<file path="src/rtl/fac_pkg.sv">
// Shared types, constants and helper functions for the Fuzzy ART category scorer.
package fac_pkg;

	localparam int VAL_W = 17;
	localparam int FRAC_W = 16;
	localparam int ACC_W = 23;
	localparam int TOPO_W = 23;
	localparam int DIM_W = 7;
	localparam int ADDR_W = 4;
	localparam int DATA_W = 32;
	localparam int QUEUE_DEPTH_DEF = 4;

	localparam logic [VAL_W-1:0] ONE_Q = VAL_W'(1) << FRAC_W;
	localparam logic [ACC_W-1:0] ACC_MAX = '1;
	localparam logic [TOPO_W-1:0] TOPO_MAX = '1;

	localparam logic [VAL_W-1:0] ALPHA_RST = VAL_W'(66);
	localparam logic [VAL_W-1:0] BETA_RST = ONE_Q;
	localparam logic [DIM_W-1:0] DIM_RST = DIM_W'(1);

	typedef enum logic [1:0] {
		REG_ALPHA = 2'd0,
		REG_BETA  = 2'd1,
		REG_DIM   = 2'd2
	} reg_idx_t;

	typedef enum logic {
		BK_IDLE,
		BK_DIV
	} back_state_t;

	// One element on its way from the front part to the back part. The sums are
	// only meaningful on the last element of a vector.
	typedef struct packed {
		logic [VAL_W-1:0] nw;
		logic             nw_missing;
		logic             last;
		logic [ACC_W-1:0] smin;
		logic [ACC_W-1:0] sw;
		logic [ACC_W-1:0] sx;
		logic [ACC_W-1:0] sdef;
	} q_entry_t;

	function automatic logic [VAL_W-1:0] clamp_one(input logic [VAL_W-1:0] v);
		return (v > ONE_Q) ? ONE_Q : v;
	endfunction

	function automatic logic [ACC_W-1:0] sat_acc(input logic [ACC_W-1:0] acc,
		input logic [VAL_W-1:0] v);
		logic [ACC_W:0] s;
		s = {1'b0, acc} + (ACC_W+1)'(v);
		return s[ACC_W] ? ACC_MAX : s[ACC_W-1:0];
	endfunction

endpackage

</file>
<file path="src/rtl/fuzzy_art_category_score.sv">
// Top level of the Fuzzy ART category scorer: configuration registers, front, queue and back.
// One element pair is accepted per cycle while the queue is not full, and its learned weight
// leaves one result per element. An element that is not the last of its vector is loaded
// straight into the output register, so a stream of such elements runs at one item per cycle
// while the output is not stalled. The last element of a vector holds the back part until
// the 23-step bit-serial division of the deficit sum by the dimension and the two 16-step ratio
// dividers are done; meanwhile the queue of QUEUE_DEPTH entries takes elements until it fills.
module fuzzy_art_category_score
	import fac_pkg::*;
#(
	parameter int QUEUE_DEPTH = QUEUE_DEPTH_DEF
) (
	input  logic              clk,
	input  logic              arst_n,
	input  logic              psel,
	input  logic              penable,
	input  logic              pwrite,
	input  logic [ADDR_W-1:0] paddr,
	input  logic [DATA_W-1:0] pwdata,
	output logic [DATA_W-1:0] prdata,
	output logic              pready,
	input  logic              in_valid,
	output logic              in_stall,
	input  logic [VAL_W-1:0]  x_value,
	input  logic              x_missing,
	input  logic [VAL_W-1:0]  w_value,
	input  logic              w_missing,
	input  logic              last_element,
	output logic              out_valid,
	input  logic              out_stall,
	output logic [VAL_W-1:0]  new_weight,
	output logic              new_weight_missing,
	output logic              is_last,
	output logic [VAL_W-1:0]  choice_score,
	output logic [VAL_W-1:0]  match_score,
	output logic [TOPO_W-1:0] topo_score,
	output logic              divide_fault
);

	logic [VAL_W-1:0] alpha_q, beta_q;
	logic [DIM_W-1:0] dim_q;
	reg_idx_t         reg_idx;
	logic             wr_en;

	logic     q_push, q_pop, q_full, q_empty;
	q_entry_t q_in, q_head;

	assign pready = 1'b1;
	assign reg_idx = reg_idx_t'(paddr[3:2]);
	assign wr_en = psel && penable && pwrite;

	always_ff @(posedge clk or negedge arst_n) begin
		if (!arst_n) begin
			alpha_q <= ALPHA_RST;
			beta_q <= BETA_RST;
			dim_q <= DIM_RST;
		end else if (wr_en) begin
			unique case (reg_idx)
				REG_ALPHA: alpha_q <= pwdata[VAL_W-1:0];
				REG_BETA:  beta_q <= pwdata[VAL_W-1:0];
				REG_DIM:   dim_q <= pwdata[DIM_W-1:0];
				default: ;
			endcase
		end
	end

	always_comb begin
		unique case (reg_idx)
			REG_ALPHA: prdata = DATA_W'(alpha_q);
			REG_BETA:  prdata = DATA_W'(beta_q);
			REG_DIM:   prdata = DATA_W'(dim_q);
			default:   prdata = '0;
		endcase
	end

	fac_front u_front (
		.clk          (clk),
		.arst_n       (arst_n),
		.in_valid     (in_valid),
		.in_stall     (in_stall),
		.x_value      (x_value),
		.x_missing    (x_missing),
		.w_value      (w_value),
		.w_missing    (w_missing),
		.last_element (last_element),
		.beta         (clamp_one(beta_q)),
		.q_full       (q_full),
		.q_push       (q_push),
		.q_entry      (q_in)
	);

	fac_queue #(.DEPTH(QUEUE_DEPTH)) u_queue (
		.clk        (clk),
		.arst_n     (arst_n),
		.push       (q_push),
		.push_entry (q_in),
		.full       (q_full),
		.pop        (q_pop),
		.head       (q_head),
		.empty      (q_empty)
	);

	fac_back u_back (
		.clk                (clk),
		.arst_n             (arst_n),
		.alpha              (clamp_one(alpha_q)),
		.dim                (dim_q),
		.head               (q_head),
		.q_empty            (q_empty),
		.q_pop              (q_pop),
		.out_valid          (out_valid),
		.out_stall          (out_stall),
		.new_weight         (new_weight),
		.new_weight_missing (new_weight_missing),
		.is_last            (is_last),
		.choice_score       (choice_score),
		.match_score        (match_score),
		.topo_score         (topo_score),
		.divide_fault       (divide_fault)
	);

endmodule

</file>
<file path="src/rtl/fac_queue.sv">
// Small register queue that decouples the element front part from the back part.
module fac_queue
	import fac_pkg::*;
#(
	parameter int DEPTH = QUEUE_DEPTH_DEF
) (
	input  logic     clk,
	input  logic     arst_n,
	input  logic     push,
	input  q_entry_t push_entry,
	output logic     full,
	input  logic     pop,
	output q_entry_t head,
	output logic     empty
);

	localparam int PTR_W = (DEPTH > 1) ? $clog2(DEPTH) : 1;
	localparam int CNT_W = $clog2(DEPTH + 1);

	q_entry_t         mem_q [DEPTH];
	logic [PTR_W-1:0] wr_ptr_q;
	logic [PTR_W-1:0] rd_ptr_q;
	logic [CNT_W-1:0] cnt_q;

	function automatic logic [PTR_W-1:0] ptr_inc(input logic [PTR_W-1:0] p);
		return (p == PTR_W'(DEPTH - 1)) ? '0 : p + PTR_W'(1);
	endfunction

	assign full = (cnt_q == CNT_W'(DEPTH));
	assign empty = (cnt_q == '0);
	assign head = mem_q[rd_ptr_q];

	always_ff @(posedge clk or negedge arst_n) begin
		if (!arst_n) begin
			wr_ptr_q <= '0;
			rd_ptr_q <= '0;
			cnt_q <= '0;
		end else begin
			if (push)
				wr_ptr_q <= ptr_inc(wr_ptr_q);
			if (pop)
				rd_ptr_q <= ptr_inc(rd_ptr_q);
			if (push && !pop)
				cnt_q <= cnt_q + CNT_W'(1);
			else if (pop && !push)
				cnt_q <= cnt_q - CNT_W'(1);
		end
	end

	always_ff @(posedge clk) begin
		if (push)
			mem_q[wr_ptr_q] <= push_entry;
	end

endmodule

</file>
<file path="src/rtl/fac_front.sv">
// Front: takes one element pair a cycle unless stalled, learns weights, keeps vector sums.
module fac_front
	import fac_pkg::*;
(
	input  logic             clk,
	input  logic             arst_n,
	input  logic             in_valid,
	output logic             in_stall,
	input  logic [VAL_W-1:0] x_value,
	input  logic             x_missing,
	input  logic [VAL_W-1:0] w_value,
	input  logic             w_missing,
	input  logic             last_element,
	input  logic [VAL_W-1:0] beta,
	input  logic             q_full,
	output logic             q_push,
	output q_entry_t         q_entry
);

	localparam int PROD_W = 2 * VAL_W;

	logic [ACC_W-1:0]  smin_q, sw_q, sx_q, sdef_q;
	logic [ACC_W-1:0]  smin_nx, sw_nx, sx_nx, sdef_nx;
	logic [VAL_W-1:0]  x_c, w_c, m, diff;
	logic [PROD_W-1:0] prod, blend;
	logic              both;

	assign in_stall = q_full;
	assign q_push = in_valid && !q_full;

	always_comb begin
		x_c = clamp_one(x_value);
		w_c = clamp_one(w_value);
		m = (x_c < w_c) ? x_c : w_c;
		diff = w_c - m;
		both = !x_missing && !w_missing;
		// beta*m + (1-beta)*w rewritten as w - beta*(w-m), which needs one multiplier.
		prod = PROD_W'(beta) * PROD_W'(diff);
		blend = (PROD_W'(w_c) << FRAC_W) - prod;

		sx_nx = x_missing ? sx_q : sat_acc(sx_q, x_c);
		sw_nx = w_missing ? sw_q : sat_acc(sw_q, w_c);
		smin_nx = both ? sat_acc(smin_q, m) : smin_q;
		sdef_nx = both ? sat_acc(sdef_q, diff) : sdef_q;

		q_entry.nw = both ? blend[FRAC_W +: VAL_W] : '0;
		q_entry.nw_missing = !both;
		q_entry.last = last_element;
		q_entry.smin = smin_nx;
		q_entry.sw = sw_nx;
		q_entry.sx = sx_nx;
		q_entry.sdef = sdef_nx;
	end

	always_ff @(posedge clk or negedge arst_n) begin
		if (!arst_n) begin
			smin_q <= '0;
			sw_q <= '0;
			sx_q <= '0;
			sdef_q <= '0;
		end else if (q_push) begin
			if (last_element) begin
				smin_q <= '0;
				sw_q <= '0;
				sx_q <= '0;
				sdef_q <= '0;
			end else begin
				smin_q <= smin_nx;
				sw_q <= sw_nx;
				sx_q <= sx_nx;
				sdef_q <= sdef_nx;
			end
		end
	end

endmodule

</file>
<file path="src/rtl/fac_div.sv">
// Restoring divider that produces one quotient bit per cycle.
module fac_div
	import fac_pkg::*;
#(
	parameter int DEN_W = ACC_W,
	parameter int STEPS = FRAC_W
) (
	input  logic             clk,
	input  logic             arst_n,
	input  logic             start,
	input  logic [DEN_W-1:0] rem_init,
	input  logic [STEPS-1:0] dividend,
	input  logic [DEN_W-1:0] den,
	output logic             busy,
	output logic [STEPS-1:0] quot
);

	localparam int CNT_W = (STEPS > 1) ? $clog2(STEPS) : 1;

	logic             busy_q;
	logic [CNT_W-1:0] cnt_q;
	logic [DEN_W-1:0] rem_q, den_q;
	logic [STEPS-1:0] dvd_q, quot_q;
	logic [DEN_W:0]   trial, diff;
	logic             ge;

	assign busy = busy_q;
	assign quot = quot_q;

	always_comb begin
		trial = {rem_q, dvd_q[STEPS-1]};
		diff = trial - {1'b0, den_q};
		ge = (trial >= {1'b0, den_q});
	end

	always_ff @(posedge clk or negedge arst_n) begin
		if (!arst_n) begin
			busy_q <= 1'b0;
			cnt_q <= '0;
		end else if (start) begin
			busy_q <= 1'b1;
			cnt_q <= CNT_W'(STEPS - 1);
		end else if (busy_q) begin
			cnt_q <= cnt_q - CNT_W'(1);
			if (cnt_q == '0)
				busy_q <= 1'b0;
		end
	end

	always_ff @(posedge clk) begin
		if (start) begin
			rem_q <= rem_init;
			dvd_q <= dividend;
			den_q <= den;
		end else if (busy_q) begin
			rem_q <= ge ? diff[DEN_W-1:0] : trial[DEN_W-1:0];
			dvd_q <= dvd_q << 1;
			quot_q <= {quot_q[STEPS-2:0], ge};
		end
	end

endmodule

</file>
<file path="src/rtl/fac_back.sv">
// Back part: passes element results on and computes the vector scores on the last element.
module fac_back
	import fac_pkg::*;
(
	input  logic              clk,
	input  logic              arst_n,
	input  logic [VAL_W-1:0]  alpha,
	input  logic [DIM_W-1:0]  dim,
	input  q_entry_t          head,
	input  logic              q_empty,
	output logic              q_pop,
	output logic              out_valid,
	input  logic              out_stall,
	output logic [VAL_W-1:0]  new_weight,
	output logic              new_weight_missing,
	output logic              is_last,
	output logic [VAL_W-1:0]  choice_score,
	output logic [VAL_W-1:0]  match_score,
	output logic [TOPO_W-1:0] topo_score,
	output logic              divide_fault
);

	localparam int CDEN_W = ACC_W + 1;

	back_state_t state_q, state_nx;

	logic              out_valid_q;
	logic [VAL_W-1:0]  nw_q, choice_q, match_q;
	logic              nwm_q, last_q, fault_q;
	logic [TOPO_W-1:0] topo_q;

	logic              out_free, start, load;
	logic [CDEN_W-1:0] cden;
	logic              c_busy, m_busy, t_busy;
	logic [FRAC_W-1:0] c_quot, m_quot;
	logic [ACC_W-1:0]  t_quot;
	logic [VAL_W-1:0]  choice_v, match_v;
	logic [TOPO_W-1:0] topo_v;
	logic [TOPO_W:0]   topo_sum;
	logic              fault_v;

	assign out_free = !out_valid_q || !out_stall;
	assign cden = {1'b0, head.sw} + CDEN_W'(alpha);

	fac_div #(.DEN_W(CDEN_W), .STEPS(FRAC_W)) u_div_choice (
		.clk      (clk),
		.arst_n   (arst_n),
		.start    (start),
		.rem_init ({1'b0, head.smin}),
		.dividend ('0),
		.den      (cden),
		.busy     (c_busy),
		.quot     (c_quot)
	);

	fac_div #(.DEN_W(ACC_W), .STEPS(FRAC_W)) u_div_match (
		.clk      (clk),
		.arst_n   (arst_n),
		.start    (start),
		.rem_init (head.smin),
		.dividend ('0),
		.den      (head.sx),
		.busy     (m_busy),
		.quot     (m_quot)
	);

	fac_div #(.DEN_W(DIM_W), .STEPS(ACC_W)) u_div_topo (
		.clk      (clk),
		.arst_n   (arst_n),
		.start    (start),
		.rem_init ('0),
		.dividend (head.sdef),
		.den      (dim),
		.busy     (t_busy),
		.quot     (t_quot)
	);

	// Score assembly. A numerator at or above the divisor gives a ratio clamped to one.
	always_comb begin
		fault_v = 1'b0;
		if (cden == '0) begin
			choice_v = '0;
			fault_v = 1'b1;
		end else if (CDEN_W'(head.smin) >= cden)
			choice_v = ONE_Q;
		else
			choice_v = VAL_W'(c_quot);

		if (head.sx == '0) begin
			match_v = '0;
			fault_v = 1'b1;
		end else if (head.smin >= head.sx)
			match_v = ONE_Q;
		else
			match_v = VAL_W'(m_quot);

		topo_sum = (TOPO_W+1)'(ONE_Q) + (TOPO_W+1)'(t_quot);
		if (dim == '0) begin
			topo_v = '0;
			fault_v = 1'b1;
		end else if (topo_sum[TOPO_W])
			topo_v = TOPO_MAX;
		else
			topo_v = topo_sum[TOPO_W-1:0];
	end

	always_comb begin
		state_nx = state_q;
		start = 1'b0;
		load = 1'b0;
		unique case (state_q)
			BK_IDLE: begin
				if (!q_empty) begin
					if (head.last) begin
						start = 1'b1;
						state_nx = BK_DIV;
					end else if (out_free) begin
						load = 1'b1;
					end
				end
			end
			BK_DIV: begin
				if (!c_busy && !m_busy && !t_busy && out_free) begin
					load = 1'b1;
					state_nx = BK_IDLE;
				end
			end
			default: state_nx = BK_IDLE;
		endcase
	end

	assign q_pop = load;

	always_ff @(posedge clk or negedge arst_n) begin
		if (!arst_n)
			state_q <= BK_IDLE;
		else
			state_q <= state_nx;
	end

	always_ff @(posedge clk or negedge arst_n) begin
		if (!arst_n)
			out_valid_q <= 1'b0;
		else if (load)
			out_valid_q <= 1'b1;
		else if (!out_stall)
			out_valid_q <= 1'b0;
	end

	always_ff @(posedge clk) begin
		if (load) begin
			nw_q <= head.nw;
			nwm_q <= head.nw_missing;
			last_q <= head.last;
			choice_q <= head.last ? choice_v : '0;
			match_q <= head.last ? match_v : '0;
			topo_q <= head.last ? topo_v : '0;
			fault_q <= head.last && fault_v;
		end
	end

	assign out_valid = out_valid_q;
	assign new_weight = nw_q;
	assign new_weight_missing = nwm_q;
	assign is_last = last_q;
	assign choice_score = choice_q;
	assign match_score = match_q;
	assign topo_score = topo_q;
	assign divide_fault = fault_q;

endmodule
</file>
<file path="config.mk">
export PLATFORM = sky130hd
export DESIGN_NAME = fuzzy_art_category_score
export DESIGN_NICKNAME = d
export VERILOG_FILES = /design/src/rtl/fac_pkg.sv /design/src/rtl/fuzzy_art_category_score.sv /design/src/rtl/fac_queue.sv /design/src/rtl/fac_front.sv /design/src/rtl/fac_div.sv /design/src/rtl/fac_back.sv
export SDC_FILE = /design/constraint.sdc
export NUM_CORES = 2
export LEC_CHECK = 0
export ABC_AREA = 1
export ABC_CLOCK_PERIOD_IN_PS = 10900
export BUFFER_PORTS_ARGS = -buffer_cell sky130_fd_sc_hd__buf_4
export CORE_MARGIN = 4
export CORE_UTILIZATION = 55
export CTS_CLUSTER_SIZE = 10
export DETAILED_ROUTE_END_ITERATION = 8
export PLACE_DENSITY = 0.72
export SYNTH_ARGS = -nofsm -noshare
export SYNTH_HDL_FRONTEND = slang
export SYNTH_HIERARCHICAL = 1
export SYNTH_SLANG_ARGS = --single-unit
</file>
<file path="constraint.sdc">
create_clock -name clk -period 10.9 [get_ports clk]
set_input_delay 0.545 -clock clk [delete_from_list [all_inputs] [get_ports clk]]
set_output_delay 0.545 -clock clk [all_outputs]
set_load 0.005 [all_outputs]
</file>
After elaboration in Yosys (flattened, before gate mapping) --
Memories as Yosys holds them, arrays and structs flattened. Index checks and enable logic that the tools add are counted.
Storage, ports and cells: register bits after elaboration 421, bits in writable memories 444, input bits 80, output and inout bits 112, word-level logic and storage cells 189, memories kept 1
Memory list:
- u_queue.mem_q | depth 4, width 111, read ports 1, clocked after memory_dff 0, wr ports 1, line fac_queue.sv:20 | q_entry_t mem_q [DEPTH];
Operators by class: add/subtract/negate cells 18, $mul 1, magnitude comparators 10, equal/unequal tests 6, multiplexer cells 67, bitwise operators 3, reduce and logical (&&, ||, !) cells 45
Operators by type and width (number):
- 23-bit 2-to-1 mux | 20
- 17-bit 2-to-1 mux | 8
- 23-bit by 17-bit adder with 24-bit output | 5
- 17-bit greater-than comparator (second input constant) | 4
- 17-bit case mux with 3 select lines | 1
- 17-bit by 17-bit multiplier with 33-bit output | 1
- 33-bit subtractor | 1
- 25-bit by 24-bit >= comparator with 1-bit output | 1
- 17-bit by 23-bit adder with 24-bit output (first input constant) | 1
- 23-bit by 24-bit >= comparator with 1-bit output | 1
- 24-bit by 23-bit >= comparator with 1-bit output | 1
- 24-bit zero test | 1
- 1-bit 2-to-1 mux | 24
- 24-bit 2-to-1 mux | 1
- 24-bit subtractor | 1
- 23-bit >= comparator | 1
- 23-bit zero test | 1
- 23-bit subtractor | 1
- 17-bit < comparator | 1
- 17-bit subtractor | 1
- 4-bit 2-to-1 mux | 4
- 2-bit AND reduction | 6
- 1-bit zero test | 11
- 1-bit logical AND | 10
- 26 further kinds | 43

Longest topological paths before layout --
depth after elaboration 9, depth in mapped cells 58, gate-level depth less buffers 56

By module --
Netlist, hierarchy kept.
Modules (own cells, without submodules):
- fac_front | instances 1, cells an instance 2759, area an instance 19824.0 µm², seq. area each 2302.2 µm²
- fac_queue | instances 1, cells an instance 1347, area an instance 18443.9 µm², seq. area each 13508.0 µm²
- fac_back | instances 1, cells an instance 802, area an instance 5998.3 µm², seq. area each 2362.3 µm²
- fac_div (u_back.u_div_choice) | instances 1, cells an instance 688, area an instance 5591.6 µm², seq. area each 2527.4 µm²
- fac_div (u_back.u_div_match) | instances 1, cells an instance 645, area an instance 5074.9 µm², seq. area each 2467.4 µm²
- fac_div (u_back.u_div_topo) | instances 1, cells an instance 280, area an instance 2956.6 µm², seq. area each 1951.9 µm²
- fuzzy_art_category_score | instances 1, cells an instance 303, area an instance 2442.3 µm², seq. area each 1031.0 µm²

Worst setup path before layout --
Ideal clock, no wire load.
path kind input port to flip-flop, start point in w_value[10], end point mem u_queue/mem_q[0][102] (netlist bit), data pin, setup time 0.280 ns, arrival time 8.984 ns, required time 10.620 ns, setup slack 1.635 ns, stages 52, path buffers 3, path through nor2_1 -> nand2_1 -> nor2_1 -> nand2_1 -> nand2_1 -> buf_2 -> nand2_1 -> ha_1 -> a21oi_1 -> nor2_1 -> nor2_1 -> nand2_1 -> a21oi_1 -> nand2_1 -> inv_2 -> buf_4 -> nand2_1 -> o21ai_1 -> (+16 left out) -> fa_1 -> inv_1 -> fa_1 -> fa_1 -> inv_1 -> fa_1 -> inv_1 -> ha_1 -> a21oi_1 -> inv_1 -> a31oi_1 -> a21boi_0 -> nand2_1 -> nand2_1 -> nand2_1 -> a21oi_1 -> xor2_1 -> nor2_1
RTL lines:
- start: declaration | line fuzzy_art_category_score.sv:26 | input logic [VAL_W-1:0] w_value,
- end: declaration | line fac_queue.sv:20

==> results.toml <==
[status]
status = "finished, final reports clean"

[sta]
fin_crit_ps = 10190
hold_violations = 0
fin_skew_ps = 70.10
finalCritPeriodShare_pct = 93.46
slew_headroom_pct = 19.69
finalSetupViolCount = 0
fmax_mhz = 98.16
hold_ws_ps = 142.5
worst_slew_pin_slew_ps = 1203
rsz0062_at_grt = "no"
fin_tns_setup_ps = 0
slew_viol_final = 0
final.setup.worst_slack_ps = 712.4

[setup_path]
slowest_delay_ps = 600
crit_slowest_cell = "fa_1"
cpMostUsedCell = "nand2_1"
path_max_fanout = 19
critPathLaunchType = "primary input"
critPathKind = "in -> reg"
crit_arrival_ps = 10580
required_ps = 11290
crit_path_end_kind = "flop"

[place]
globalplace.congestion = 0.9768
place_ws_ps = 143.6
dp.cells = 8337
port-buffer-count = 158
dp_hpwl_mm = 114.4

[finish]
multi_input_area_um2 = 28480
final_net_count = 7701
fill_cells = 9322
final-seq-area_um2 = 26150
reg.largest.list = "u_queue/mem_q (444), u_back/u_div_choice/den_q (24), u_back/u_div_choice/rem_q (24)"
regMostFlops = "u_queue/mem_q"
layout.cells.non_filler = 8542
syn_to_final_growth_pct = 9.994
largest_reg_flops = 444
final_layout_size_suffix_gt1_share_pct = 9.641

[drt]
drt_first_iter_violations = 3854
num_vias = 46150
via_per_inst = 5.403
wl_per_cell_um = 18.24
detail-route-antenna-nets = 0
drcViolationCount = 0
dr.pass1.iters = 6
wl_mm = 155.8

[logic_synthesis]
yosysWarnings = 6
netlist_area_um2 = 60330
ys.flop_type = "edfxtp_1"
syn_inst = 6824
synth_top_area_share_pct = 36.78
synth_area_leaders = "edfxtp_1 (37%), nand2_1 (12%), fa_1 (8.2%), inv_1 (7.6%), ha_1 (7.1%)"
synth_area_per_cell_um2 = 8.841
synthArstFlopShare_pct = 17.61
synth_edf_count = 739
synth_seq_cells = 897
yosysSeqAreaShare_pct = 43.34
ys_types = 79
synthTopCellsByCount = "nand2_1 (1,913), inv_1 (1,219), edfxtp_1 (739)"
post-synth-top-count-cell = "nand2_1"
synth_largest_area_cell = "edfxtp_1"

[global_route]
grt_pass1_wl_mm = 245.3
antenna_found_initial = 3
grt_max_degree = 165
grt_pass1_vias = 44920
overflow = 0
track_usage_pct = 26.84

[floorplanning]
start_util_pct = 55.42
io_pins = 192
dieHeight_um = 339.2
core_area_um2 = 108900
num_rows = 121
die_x_um = 339.2
fp.dieArea_um2 = 115100

[clocking]
cts_buffers = 106
clk_pin_slew_ps = 60
clockRootBuffer = "clkbuf_16"
worstSkewPairLatency_ps = 710
cts_tree = "done"
clock-sinks = 897
clk_path_buf_depth = 3
cts_htree_levels = 3
post_cts.repair.setup_buffers = 0

[worst_hold_path]
hold_path.class = "in -> reg"

[flow_run]
maxCapViolations = 0
layout make-up:
type                            instances  share of cell area [%]
Inverter                             1246                   7.082
Antenna cell                            2                0.007542
Clock inverter                         19                  0.3714
Clock buffer                          183                   4.527
Sequential cell                       897                   39.41
Multi-Input combinational cell       4517                   42.92
Tap cell                             1414                   2.666
Timing Repair Buffer                  264                   3.015
metal layers:
| layer | track usage [%] | up-vias | share of wire (%) |
|---|---|---|---|
| li1 | - | 22370 | - |
| met1 | 35.02 | 21940 | 41 |
| met2 | 44.27 | 1470 | 47 |
| met3 | 4.287 | 372 | 6.5 |
| met4 | 12.49 | 4 | 5.4 |
| met5 | 0 | - | 0.012 |
placed cells by master (no fill, tap or decap), types with 10 or more instances in the layout:
master / synthesis / final
inv_1: 1219 / 1214
nor3_1: 34 / 34
o22ai_1: 31 / 31
nand3_1: 222 / 222
or2_2: 13 / 13
a31oi_1: 18 / 18
conb_1: 3 / 56
nand2_2: 44 / 45
inv_2: 16 / 15
o21bai_1: 10 / 10
nand2_1: 1913 / 1912
ha_1: 341 / 341
fa_1: 248 / 248
a21oi_2: 10 / 10
nand3b_1: 45 / 45
dfrtp_1: 154 / 153
a22oi_1: 12 / 12
clkinv_1: 10 / 12
a21oi_1: 246 / 246
xor2_1: 53 / 53
o211ai_1: 124 / 124
o211ai_2: 101 / 101
clkbuf_1: 95 / 73
nor4_1: 13 / 13
nor2_1: 514 / 509
o21ai_2: 31 / 31
xnor2_1: 51 / 51
nand3_2: 15 / 15
edfxtp_1: 739 / 739
o21ai_1: 44 / 44
nor2_4: 7 / 11
o21ai_0: 160 / 160
nand4_1: 50 / 50
buf_4: 30 / 261
clkbuf_16: 0 / 108
a21o_1: 16 / 16
metrics by stage:
| stage | util [%] | area, um^2 |
|---|---|---|
| floorplan | - | 60530 |
| global placement | 57.96 | 63090 |
| detailed placement | 57.96 | 63090 |
| CTS | 60.96 | 66350 |
| global route | 60.96 | 66360 |
| finish | 60.96 | 66360 |
repair_timing:
item / CTS / global route
endpoints found under the hold margin: 46 / 0
hold buffers: 1 / 0
endpoints found under the setup margin: 0 / 2
gates resized for setup: 0 / 1
final timing paths:
| check | cells after the start | slack [ps] | start | end |
|---|---|---|---|---|
| hold reg to reg | 0 | 450 | u_back/u_div_match/quot[4]$_DFFE_PP_ | u_back/u_div_match/quot[5]$_DFFE_PP_ |
| min in group asynchronous | 2 | 380 | arst_n | u_front/sdef_q[9]$_DFFE_PN0P_ |
| setup / recovery | 48 | 710 | w_value[14] | u_queue/mem_q[3][104]$_DFFE_PP_ |
| max in group asynchronous | 3 | 9150 | arst_n | beta_q[7]$_DFFE_PN0P_ |
| hold / removal | 3 | 140 | pwdata[16] | beta_q[16]$_DFFE_PN1P_ |
| setup reg to reg | 26 | 3050 | beta_q[14]$_DFFE_PN0P_ | u_queue/mem_q[3][104]$_DFFE_PP_ |
worst max-delay path: cells and delay by family:
kind,cells,cell delay [ps]
buffers and inverters,10,1280
AOI/OAI and AO/OA,10,1640
adders and majority gates,9,4380
xor gates and xnor gates,1,350
and+or+nand+nor,18,2380
cell families (layout without fill, tap and decap cells):
family | count (synthesis) | in the layout | synth area share [%]
other cells | 3 | 58 | 0.01866
fa+ha+maj | 589 | 589 | 15.30
compound gates | 863 | 863 | 9.928
simple gates | 2903 | 2903 | 19.97
buf+inv | 1463 | 1712 | 9.857
xor+xnor | 106 | 106 | 1.582
flops | 897 | 897 | 43.34
Power is left out: the tool's default activity adds up to more than one toggle a clock period on the data nets, which glitch-free logic cannot reach.
